===== config.mk =====
export PLATFORM = sky130hd
export DESIGN_NAME = global_pool_max_or_avg
export DESIGN_NICKNAME = d
export VERILOG_FILES = /design/src/rtl/core/gpool_pkg.sv /design/src/rtl/core/global_pool_max_or_avg.sv /design/src/rtl/core/gpool_cfg.sv /design/src/rtl/core/gpool_acc.sv /design/src/rtl/core/gpool_div.sv
export SDC_FILE = /design/constraint.sdc
export NUM_CORES = 2
export LEC_CHECK = 0
export BUFFER_PORTS_ARGS = -buffer_cell sky130_fd_sc_hd__buf_2
export CAP_MARGIN = 15
export CORE_MARGIN = 8
export CORE_UTILIZATION = 54
export CTS_CLUSTER_DIAMETER = 60
export DETAILED_ROUTE_END_ITERATION = 7
export GPL_ROUTABILITY_DRIVEN = 0
export PLACE_DENSITY_LB_ADDON = 0.25
export SETUP_SLACK_MARGIN = 0.02
export SLEW_MARGIN = 20
export SYNTH_ARGS = -nofsm -noshare
export SYNTH_HDL_FRONTEND = slang
export SYNTH_SLANG_ARGS = --single-unit

===== constraint.sdc =====
create_clock -name clk_i -period 16.15 [get_ports clk_i]
set_input_delay 0 -clock clk_i [delete_from_list [all_inputs] [get_ports clk_i]]
set_output_delay 0 -clock clk_i [all_outputs]
set_load 0.05 [all_outputs]

===== src/rtl/core/gpool_pkg.sv =====
// Shared types and constants of the global pooling block.
// Used by every module under rtl/core; depends on nothing else.
`timescale 1ns / 1ps

package gpool_pkg;

  // Defaults for the top-level parameters.
  localparam int unsigned SAMPLE_WIDTH_DEF = 8;
  localparam int unsigned MAX_CHANNELS_DEF = 64;
  localparam int unsigned ACC_WIDTH_DEF    = 16;

  // Fixed field widths.
  localparam int unsigned POOLED_W   = 16;
  localparam int unsigned CH_IDX_W   = 6;
  localparam int unsigned M_TDATA_W  = 24;
  localparam int unsigned COUNT_W    = 7;
  localparam int unsigned WIN_W      = 16;
  localparam int unsigned MARGIN_W   = 4;
  localparam int unsigned EXP_W      = 6;
  localparam int unsigned CFG_IDX_W  = 2;
  localparam int unsigned CFG_DATA_W = 16;

  typedef enum logic [CFG_IDX_W-1:0] {
    CFG_POOL_MODE        = 2'd0,
    CFG_CHANNEL_COUNT    = 2'd1,
    CFG_WINDOW_POSITIONS = 2'd2,
    CFG_MARGIN_BITS      = 2'd3
  } cfg_idx_e;

  typedef enum logic {
    MODE_MAX = 1'b0,
    MODE_AVG = 1'b1
  } pool_mode_e;

  // Configuration as seen by the datapath.
  typedef struct packed {
    pool_mode_e         mode;
    logic [COUNT_W-1:0] count;    // raw channel count, clamped downstream
    logic [WIN_W-1:0]   win_eff;  // window with zero read as one
    logic [EXP_W-1:0]   sat_exp;  // saturation bound is 2^sat_exp
  } cfg_t;

  // Label that travels with each pooled result.
  typedef struct packed {
    logic [CH_IDX_W-1:0] channel_index;
    logic                last_channel;
  } tag_t;

endpackage


===== src/rtl/core/global_pool_max_or_avg.sv =====
// Path, without back-pressure: a max-mode result passes the accumulator's second stage and
// the output register; in average mode the iterative divider, as wide as the wider of
// ACC_WIDTH and SAMPLE_WIDTH, sits between the second stage and the output register.
// Throughput: one sample per cycle, except at a window's last position, where the input waits
// for a free output register and, in average mode, for the divider to finish each channel.
// Reset clears configuration and counters; the accumulator memory is not
// cleared, the entry of each channel in use is rewritten at the first position of a window.
`timescale 1ns / 1ps

module global_pool_max_or_avg #(
  parameter int unsigned SAMPLE_WIDTH = gpool_pkg::SAMPLE_WIDTH_DEF,
  parameter int unsigned MAX_CHANNELS = gpool_pkg::MAX_CHANNELS_DEF,
  parameter int unsigned ACC_WIDTH    = gpool_pkg::ACC_WIDTH_DEF
) (
  input  logic                                    clk_i,
  input  logic                                    rst_ni,
  input  logic                                    cfg_we_i,
  input  logic [gpool_pkg::CFG_IDX_W-1:0]         cfg_idx_i,
  input  logic [gpool_pkg::CFG_DATA_W-1:0]        cfg_wdata_i,
  input  logic                                    s_axis_tvalid,
  output logic                                    s_axis_tready,
  // sample
  input  logic [((SAMPLE_WIDTH+7)/8)*8-1:0]       s_axis_tdata,
  output logic                                    m_axis_tvalid,
  input  logic                                    m_axis_tready,
  // pooled_value [15:0], channel_index [21:16], zero pad [23:22]
  output logic [gpool_pkg::M_TDATA_W-1:0]         m_axis_tdata,
  output logic                                    m_axis_tlast
);
  import gpool_pkg::*;

  localparam int unsigned STORE_W = (ACC_WIDTH > SAMPLE_WIDTH) ? ACC_WIDTH : SAMPLE_WIDTH;

  cfg_t                      cfg;
  logic                      sink_ready;
  logic                      emit_valid;
  logic                      emit_avg;
  logic signed [STORE_W-1:0] emit_value;
  tag_t                      emit_tag;
  logic                      div_start;
  logic                      div_busy;
  logic                      div_done;
  logic                      div_take;
  logic signed [STORE_W-1:0] div_quot;
  tag_t                      div_tag;
  logic                      out_free;
  logic                      load_max;

  logic                      out_valid_q;
  logic [POOLED_W-1:0]       out_pooled_q;
  logic [CH_IDX_W-1:0]       out_ch_q;
  logic                      out_last_q;

  gpool_cfg #(
    .SAMPLE_WIDTH (SAMPLE_WIDTH),
    .ACC_WIDTH    (ACC_WIDTH)
  ) u_cfg (
    .clk_i       (clk_i),
    .rst_ni      (rst_ni),
    .cfg_we_i    (cfg_we_i),
    .cfg_idx_i   (cfg_idx_i),
    .cfg_wdata_i (cfg_wdata_i),
    .cfg_o       (cfg)
  );

  gpool_acc #(
    .SAMPLE_WIDTH (SAMPLE_WIDTH),
    .MAX_CHANNELS (MAX_CHANNELS),
    .ACC_WIDTH    (ACC_WIDTH),
    .STORE_W      (STORE_W)
  ) u_acc (
    .clk_i        (clk_i),
    .rst_ni       (rst_ni),
    .cfg_i        (cfg),
    .in_valid_i   (s_axis_tvalid),
    .in_ready_o   (s_axis_tready),
    .in_sample_i  ($signed(s_axis_tdata[SAMPLE_WIDTH-1:0])),
    .sink_ready_i (sink_ready),
    .emit_valid_o (emit_valid),
    .emit_avg_o   (emit_avg),
    .emit_value_o (emit_value),
    .emit_tag_o   (emit_tag)
  );

  gpool_div #(
    .DATA_W (STORE_W)
  ) u_div (
    .clk_i      (clk_i),
    .rst_ni     (rst_ni),
    .start_i    (div_start),
    .dividend_i (emit_value),
    .divisor_i  (cfg.win_eff),
    .tag_i      (emit_tag),
    .busy_o     (div_busy),
    .done_o     (div_done),
    .take_i     (div_take),
    .quotient_o (div_quot),
    .tag_o      (div_tag)
  );

  // A result is only released from the accumulator when it has somewhere to go.
  assign out_free   = !out_valid_q || m_axis_tready;
  assign sink_ready = !div_busy && out_free;
  assign load_max   = emit_valid && !emit_avg;
  assign div_start  = emit_valid && emit_avg;
  assign div_take   = div_done && out_free;

  always_ff @(posedge clk_i or negedge rst_ni) begin
    if (!rst_ni) begin
      out_valid_q <= 1'b0;
    end else if (load_max || div_take) begin
      out_valid_q <= 1'b1;
    end else if (m_axis_tready) begin
      out_valid_q <= 1'b0;
    end
  end

  always_ff @(posedge clk_i) begin
    if (load_max) begin
      out_pooled_q <= POOLED_W'(emit_value);
      out_ch_q     <= emit_tag.channel_index;
      out_last_q   <= emit_tag.last_channel;
    end else if (div_take) begin
      out_pooled_q <= POOLED_W'(div_quot);
      out_ch_q     <= div_tag.channel_index;
      out_last_q   <= div_tag.last_channel;
    end
  end

  assign m_axis_tvalid = out_valid_q;
  assign m_axis_tdata  = {(M_TDATA_W - POOLED_W - CH_IDX_W)'(0), out_ch_q, out_pooled_q};
  assign m_axis_tlast  = out_last_q;

endmodule


===== src/rtl/core/gpool_cfg.sv =====
// Configuration registers of the global pooling block.
// Depends on gpool_pkg.
`timescale 1ns / 1ps

module gpool_cfg #(
  parameter int unsigned SAMPLE_WIDTH = gpool_pkg::SAMPLE_WIDTH_DEF,
  parameter int unsigned ACC_WIDTH    = gpool_pkg::ACC_WIDTH_DEF
) (
  input  logic                             clk_i,
  input  logic                             rst_ni,
  input  logic                             cfg_we_i,
  input  logic [gpool_pkg::CFG_IDX_W-1:0]  cfg_idx_i,
  input  logic [gpool_pkg::CFG_DATA_W-1:0] cfg_wdata_i,
  output gpool_pkg::cfg_t                  cfg_o
);
  import gpool_pkg::*;

  pool_mode_e          mode_q;
  logic [COUNT_W-1:0]  count_q;
  logic [WIN_W-1:0]    win_q;
  logic [MARGIN_W-1:0] margin_q;
  logic [EXP_W-1:0]    exp_raw;

  always_ff @(posedge clk_i or negedge rst_ni) begin
    if (!rst_ni) begin
      mode_q   <= MODE_MAX;
      count_q  <= COUNT_W'(1);
      win_q    <= WIN_W'(1);
      margin_q <= '0;
    end else if (cfg_we_i) begin
      case (cfg_idx_e'(cfg_idx_i))
        CFG_POOL_MODE:        mode_q   <= pool_mode_e'(cfg_wdata_i[0]);
        CFG_CHANNEL_COUNT:    count_q  <= cfg_wdata_i[COUNT_W-1:0];
        CFG_WINDOW_POSITIONS: win_q    <= cfg_wdata_i[WIN_W-1:0];
        CFG_MARGIN_BITS:      margin_q <= cfg_wdata_i[MARGIN_W-1:0];
        default: ;
      endcase
    end
  end

  // The sum bound grows with the margin but never past the accumulator width.
  assign exp_raw = EXP_W'(SAMPLE_WIDTH - 1) + EXP_W'(margin_q);

  always_comb begin
    cfg_o.mode    = mode_q;
    cfg_o.count   = count_q;
    cfg_o.win_eff = (win_q == '0) ? WIN_W'(1) : win_q;
    cfg_o.sat_exp = (exp_raw > EXP_W'(ACC_WIDTH - 1)) ? EXP_W'(ACC_WIDTH - 1) : exp_raw;
  end

endmodule


===== src/rtl/core/gpool_acc.sv =====
// Per-channel accumulator memory with a read-modify-write pipeline and the
// channel and position counters. Depends on gpool_pkg.
`timescale 1ns / 1ps

module gpool_acc #(
  parameter int unsigned SAMPLE_WIDTH = gpool_pkg::SAMPLE_WIDTH_DEF,
  parameter int unsigned MAX_CHANNELS = gpool_pkg::MAX_CHANNELS_DEF,
  parameter int unsigned ACC_WIDTH    = gpool_pkg::ACC_WIDTH_DEF,
  parameter int unsigned STORE_W      = (ACC_WIDTH > SAMPLE_WIDTH) ? ACC_WIDTH : SAMPLE_WIDTH
) (
  input  logic                           clk_i,
  input  logic                           rst_ni,
  input  gpool_pkg::cfg_t                cfg_i,
  input  logic                           in_valid_i,
  output logic                           in_ready_o,
  input  logic signed [SAMPLE_WIDTH-1:0] in_sample_i,
  input  logic                           sink_ready_i,
  output logic                           emit_valid_o,
  output logic                           emit_avg_o,
  output logic signed [STORE_W-1:0]      emit_value_o,
  output gpool_pkg::tag_t                emit_tag_o
);
  import gpool_pkg::*;

  localparam int unsigned CHW   = (MAX_CHANNELS > 1) ? $clog2(MAX_CHANNELS) : 1;
  localparam int unsigned CLGW  = $clog2(MAX_CHANNELS + 1);
  localparam int unsigned CNT_W = (CLGW > COUNT_W) ? CLGW : COUNT_W;

  logic signed [STORE_W-1:0] mem [MAX_CHANNELS];

  logic [CHW-1:0]   ch_q;
  logic [WIN_W-1:0] pos_q;

  // Second stage: the item whose stored value is being read back.
  logic                           b_valid_q;
  logic [CHW-1:0]                 b_ch_q;
  logic                           b_first_q;
  logic                           b_last_pos_q;
  logic                           b_last_ch_q;
  logic signed [SAMPLE_WIDTH-1:0] b_x_q;
  logic signed [STORE_W-1:0]      rd_q;
  logic                           fwd_q;
  logic signed [STORE_W-1:0]      fwd_data_q;

  logic [CNT_W-1:0]          cnt_raw;
  logic [CNT_W-1:0]          cnt_eff;
  logic [CHW-1:0]            ch_cur;
  logic                      first_pos;
  logic                      last_pos;
  logic                      last_ch;
  logic                      accept;
  logic                      b_fire;
  logic signed [STORE_W-1:0] base;
  logic signed [STORE_W-1:0] x_ext;
  logic signed [STORE_W:0]   sum;
  logic [STORE_W:0]          pow;
  logic signed [STORE_W:0]   hi;
  logic signed [STORE_W:0]   lo;
  logic signed [STORE_W-1:0] new_acc;

  // Stage A: channel and position bookkeeping for the incoming beat.
  always_comb begin
    cnt_raw = CNT_W'(cfg_i.count);
    if (cnt_raw == '0) begin
      cnt_eff = CNT_W'(1);
    end else if (cnt_raw > CNT_W'(MAX_CHANNELS)) begin
      cnt_eff = CNT_W'(MAX_CHANNELS);
    end else begin
      cnt_eff = cnt_raw;
    end
    ch_cur    = (CNT_W'(ch_q) >= cnt_eff) ? '0 : ch_q;
    first_pos = (pos_q == '0);
    last_pos  = (pos_q >= (cfg_i.win_eff - WIN_W'(1)));
    last_ch   = (CNT_W'(ch_cur) >= (cnt_eff - CNT_W'(1)));
  end

  // Stage B moves on unless it carries a result that the sink cannot take.
  assign b_fire     = b_valid_q && (!b_last_pos_q || sink_ready_i);
  assign in_ready_o = !b_valid_q || b_fire;
  assign accept     = in_valid_i && in_ready_o;

  // Stage B: combine the stored value with the sample.
  always_comb begin
    base  = b_first_q ? '0 : (fwd_q ? fwd_data_q : rd_q);
    x_ext = STORE_W'(b_x_q);
    sum   = (STORE_W+1)'(base) + (STORE_W+1)'(x_ext);
    pow   = (STORE_W+1)'(1) << cfg_i.sat_exp;
    hi    = $signed(pow - (STORE_W+1)'(1));
    lo    = -$signed(pow);
    if (cfg_i.mode == MODE_MAX) begin
      new_acc = (b_first_q || (x_ext > base)) ? x_ext : base;
    end else if (sum > hi) begin
      new_acc = STORE_W'(hi);
    end else if (sum < lo) begin
      new_acc = STORE_W'(lo);
    end else begin
      new_acc = STORE_W'(sum);
    end
  end

  always_ff @(posedge clk_i or negedge rst_ni) begin
    if (!rst_ni) begin
      ch_q      <= '0;
      pos_q     <= '0;
      b_valid_q <= 1'b0;
      fwd_q     <= 1'b0;
    end else begin
      if (accept) begin
        b_valid_q <= 1'b1;
        // A write-back to the entry being read this edge is forwarded.
        fwd_q     <= b_fire && (b_ch_q == ch_cur);
        if (last_ch) begin
          ch_q  <= '0;
          pos_q <= last_pos ? '0 : (pos_q + WIN_W'(1));
        end else begin
          ch_q <= ch_cur + CHW'(1);
        end
      end else if (b_fire) begin
        b_valid_q <= 1'b0;
      end
    end
  end

  always_ff @(posedge clk_i) begin
    if (accept) begin
      b_ch_q       <= ch_cur;
      b_first_q    <= first_pos;
      b_last_pos_q <= last_pos;
      b_last_ch_q  <= last_ch;
      b_x_q        <= in_sample_i;
      rd_q         <= mem[ch_cur];
      fwd_data_q   <= new_acc;
    end
  end

  always_ff @(posedge clk_i) begin
    if (b_fire) begin
      mem[b_ch_q] <= new_acc;
    end
  end

  assign emit_valid_o             = b_fire && b_last_pos_q;
  assign emit_avg_o               = (cfg_i.mode == MODE_AVG);
  assign emit_value_o             = new_acc;
  assign emit_tag_o.channel_index = CH_IDX_W'(b_ch_q);
  assign emit_tag_o.last_channel  = b_last_ch_q;

endmodule


===== src/rtl/core/gpool_div.sv =====
// Iterative signed-by-unsigned divider, one quotient bit per cycle,
// truncating toward zero. Depends on gpool_pkg.
`timescale 1ns / 1ps

module gpool_div #(
  parameter int unsigned DATA_W = gpool_pkg::ACC_WIDTH_DEF
) (
  input  logic                              clk_i,
  input  logic                              rst_ni,
  input  logic                              start_i,
  input  logic signed [DATA_W-1:0]          dividend_i,
  input  logic [gpool_pkg::WIN_W-1:0]       divisor_i,
  input  gpool_pkg::tag_t                   tag_i,
  output logic                              busy_o,
  output logic                              done_o,
  input  logic                              take_i,
  output logic signed [DATA_W-1:0]          quotient_o,
  output gpool_pkg::tag_t                   tag_o
);
  import gpool_pkg::*;

  localparam int unsigned CW = $clog2(DATA_W + 1);

  logic              run_q;
  logic              done_q;
  logic [CW-1:0]     cnt_q;
  logic [DATA_W-1:0] q_q;
  logic [WIN_W-1:0]  rem_q;
  logic [WIN_W-1:0]  div_q;
  logic              neg_q;
  tag_t              tag_q;

  logic [WIN_W:0]    trial;
  logic              bit_set;
  logic [WIN_W:0]    trial_sub;

  always_comb begin
    trial     = {rem_q, q_q[DATA_W-1]};
    bit_set   = (trial >= {1'b0, div_q});
    trial_sub = trial - {1'b0, div_q};
  end

  always_ff @(posedge clk_i or negedge rst_ni) begin
    if (!rst_ni) begin
      run_q  <= 1'b0;
      done_q <= 1'b0;
      cnt_q  <= '0;
    end else begin
      if (start_i) begin
        run_q <= 1'b1;
        cnt_q <= CW'(DATA_W);
      end else if (run_q) begin
        cnt_q <= cnt_q - CW'(1);
        if (cnt_q == CW'(1)) begin
          run_q  <= 1'b0;
          done_q <= 1'b1;
        end
      end else if (take_i) begin
        done_q <= 1'b0;
      end
    end
  end

  always_ff @(posedge clk_i) begin
    if (start_i) begin
      neg_q <= dividend_i[DATA_W-1];
      q_q   <= dividend_i[DATA_W-1] ? DATA_W'(-dividend_i) : DATA_W'(dividend_i);
      rem_q <= '0;
      div_q <= divisor_i;
      tag_q <= tag_i;
    end else if (run_q) begin
      rem_q <= bit_set ? trial_sub[WIN_W-1:0] : trial[WIN_W-1:0];
      q_q   <= {q_q[DATA_W-2:0], bit_set};
    end
  end

  assign busy_o     = run_q || done_q;
  assign done_o     = done_q;
  assign quotient_o = neg_q ? -$signed(q_q) : $signed(q_q);
  assign tag_o      = tag_q;

endmodule


==> out/qor.txt <==
setup violators final - 0
Critical Path, Cell by Cell - mux2i_1 -> nor2_1 -> ha_1 -> fa_1 -> nor2b_1 -> o311ai_0 -> a2bb2oi_1 -> a21oi_1 -> a2111oi_0 -> nor2_1 -> xnor2_1 -> ha_1 -> a21o_1 -> a2111o_1 -> a211o_1 -> o21a_1 -> nor2_1 -> a221o_1 -> clkinv_2 -> a211oi_4 -> nand3_2 -> o41ai_2 -> xor2_1 -> o21ai_1
Num Clock Sinks - 1212
ant diodes - 0
Yosys cell types - 86
fin util - 60.6%
CP startpoint - u_acc.fwd_q
post-synth top area cell - edfxtp_1
Worst Path Class, Setup - flop to flop
Synth Cell Area - 53100 um^2
fin cells - 5527
Max-cap violations - 0
Residual DRC - 0
Most flops, register - u_acc.mem
Site Rows - 115
slowest stage cell, crit path - dfrtp_1
max FFs per register - 1024
Setup crit end kind - flop
Initial Util - 54.2%
Leak Pwr - 0.0209 uW
most frequent CP cell - nor2_1
CP bufs+invs - 1
PwrDens - 218 nW/um^2
setup TNS - 0 ns
Synth Area per Inst - 13.1 um^2
Req. time, crit path - 16.60 ns
post-place setup slack - 8.12 ns
hpwl dp - 79600 um
initial DRC count - 3705
Final Slew Violations - 0
ranking of synthesized cells by area - edfxtp_1 (64%), nand2_1 (4.0%), mux2i_1 (3.1%)
Die Area - 109000 um^2
slowest stage delay, CP - 0.92 ns
RR Startpoint - u_acc.fwd_q
H-tree lvl count - 3
Wirelength per Cell - 24.7 um
fillcell total - 7418
worst reg2reg endpoint - u_div.q_q[14]
worst vdd ir - 258 uV
worst reg-to-reg setup slack - 7.82 ns
outcome - finished clean
most common cell after layout, fill and taps aside - edfxtp_1
core area - 98000 um^2
Die X-Extent - 330 um
CP arrival - 8.78 ns
clock-pin slew on the worst setup and hold paths - 0.07 ns
ratio of cells with drive above 1 in the final layout - 10.3%
DRT Pass-1 Iters - 6
yosys warns - 0
WP depth - 24
fin crit share - 51.6%
min-delay worst type - input pin to async pin
Vias - 34.5k
Synth Register Bits - 1212
Num CTS Buffers - 120
crit start category - flop
fin nets - 4302
Clk Latency, worst-skew pair - 0.71 ns
crit-path leading delay family - compound AO/OA/AOI/OAI gates
Area Overhead vs Synth - 11.8%
Placed Cells - 5269
IO Count - 58
Clock Root Buffer - clkbuf_16
maximum clock frequency - 120 MHz
Routed WL - 136000 um
vias per cell - 6.24
largest net degree at the start of global routing - 130
Total GRT Usage - 24.6%
initial antenna violation count - 2
unrepaired setup endpoints after global routing - no
Max-slew headroom - 20.8%
CTS tree - yes
Fin Hold WS - 0.0368 ns
worst reg-to-reg path cell count - 24
asr flop ratio synth - 4.95%
port bufs - 55
Post-synth EDFFs - 1136
Mapped Cells - 4072
Worst-Margin Slew - 1.19 ns
Critical Path Sink - u_div.q_q[14]
Die Y - 330 um
minimum clock period - 8.33 ns
first-pass GRT wire length - 204000 um
dominant synthesized flop cell - edfxtp_1
vias in the first global route - 32.7k
commonest cells after routing, fill and taps aside - edfxtp_1 (1136), nand2_1 (557), a21oi_1 (204)
grt total ovfl - 0
Clock Skews - 0.0313 ns
Post-DRT Antenna Nets - 0
worst-path maximum fanout - 67
register area share after synthesis - 67.6%
Synth top area share - 64.2%
Final WS setup - 7.82 ns
Hold Fails Final Rpt - 0
clock buffer depth - 3
post-cts sizing count - 0
[per-layer routing]
layer / up-vias / GRT usage, % / wire length (um)
met3: 267 / 3.53 / 10800
met1: 17100 / 33.7 / 55800
met2: 1528 / 39.6 / 64100
li1: 15600 / - / -
met5: - / 0 / 0
met4: 0 / 9.86 / 5650
[worst min path at each step]
stage / startpoint / end / slack (ns)
floorplan: rst_ni / m_axis_tvalid / -0.30
CTS: s_axis_tdata[7] / u_acc.b_x_q[7] / 0.01
global placement: s_axis_tdata[0] / u_acc.b_x_q[0] / 0.18
global route: s_axis_tdata[7] / u_acc.b_x_q[7] / 0.02
detailed placement: s_axis_tdata[2] / u_acc.b_x_q[2] / 0.18
finish: rst_ni / u_cfg.win_q[11] / 0.04
[through the flow]
stage,total power [uW],area (um^2)
2_1_floorplan,8200,53200
3_3_place_gp,10100,55200
3_5_place_dp,10200,55200
4_1_cts,13000,59400
5_1_grt,13600,59400
6_report,13000,59400
[synth_stat cells (all sizes together) (64+ instances only)]
cell type and count:
mux2i 165, o21ai 182, a31oi 109, nor2 187
nor3 78, nand2 560, a21oi 207, edfxtp 1136
o221ai 65, a211oi 64, clkbuf 230, nand3 142
inv 103, ha 123
[logic make-up after synthesis]
group	count (synthesis)	synth area share, %
compound gates	912	11.5
xor+xnor	95	1.57
buf+inv	369	2.63
mux	202	3.98
simple gates	1155	9.70
other cells	2	0.0141
flops	1212	67.6
fa+ha+maj	125	2.97
[area by class of cell]
type	count	area (um^2)	share of cell area [%]
sequential	1212	35900	60.5
tap	1287	1610	2.71
clock inverter	77	698	1.17
timing repair buffer	210	1580	2.66
multi-input combinational	2497	16000	27.0
inverter	105	404	0.680
clock buffer	139	3140	5.28
[timing repair]
action,CTS,global route
endpoints found under the hold margin,103,0
hold buffers,42,0
setup buffers,0,0
[worst reg2reg max path, stage by stage (launching register included)]
cell and delay, ns:
dfrtp_1 0.92, mux2i_1 0.22, nor2_1 0.24, ha_1 0.25
fa_1 0.21, nor2b_1 0.20, o311ai_0 0.19, a2bb2oi_1 0.50
a21oi_1 0.13, a2111oi_0 0.52, nor2_1 0.15, xnor2_1 0.22
ha_1 0.29, a21o_1 0.18, a2111o_1 0.45, a211o_1 0.27
o21a_1 0.31, nor2_1 0.42, a221o_1 0.31, clkinv_2 0.77
a211oi_4 0.54, nand3_2 0.18, o41ai_2 0.37, xor2_1 0.17
o21ai_1 0.08
[power by group]
part / switching, uW / internal (uW) / total [uW]
clock: 1160 / 1560 / 2720
combinational: 4030 / 1500 / 5530
sequential: 181 / 4550 / 4730
total: 5370 / 7610 / 13000
(Power assumes the default switching activity.)
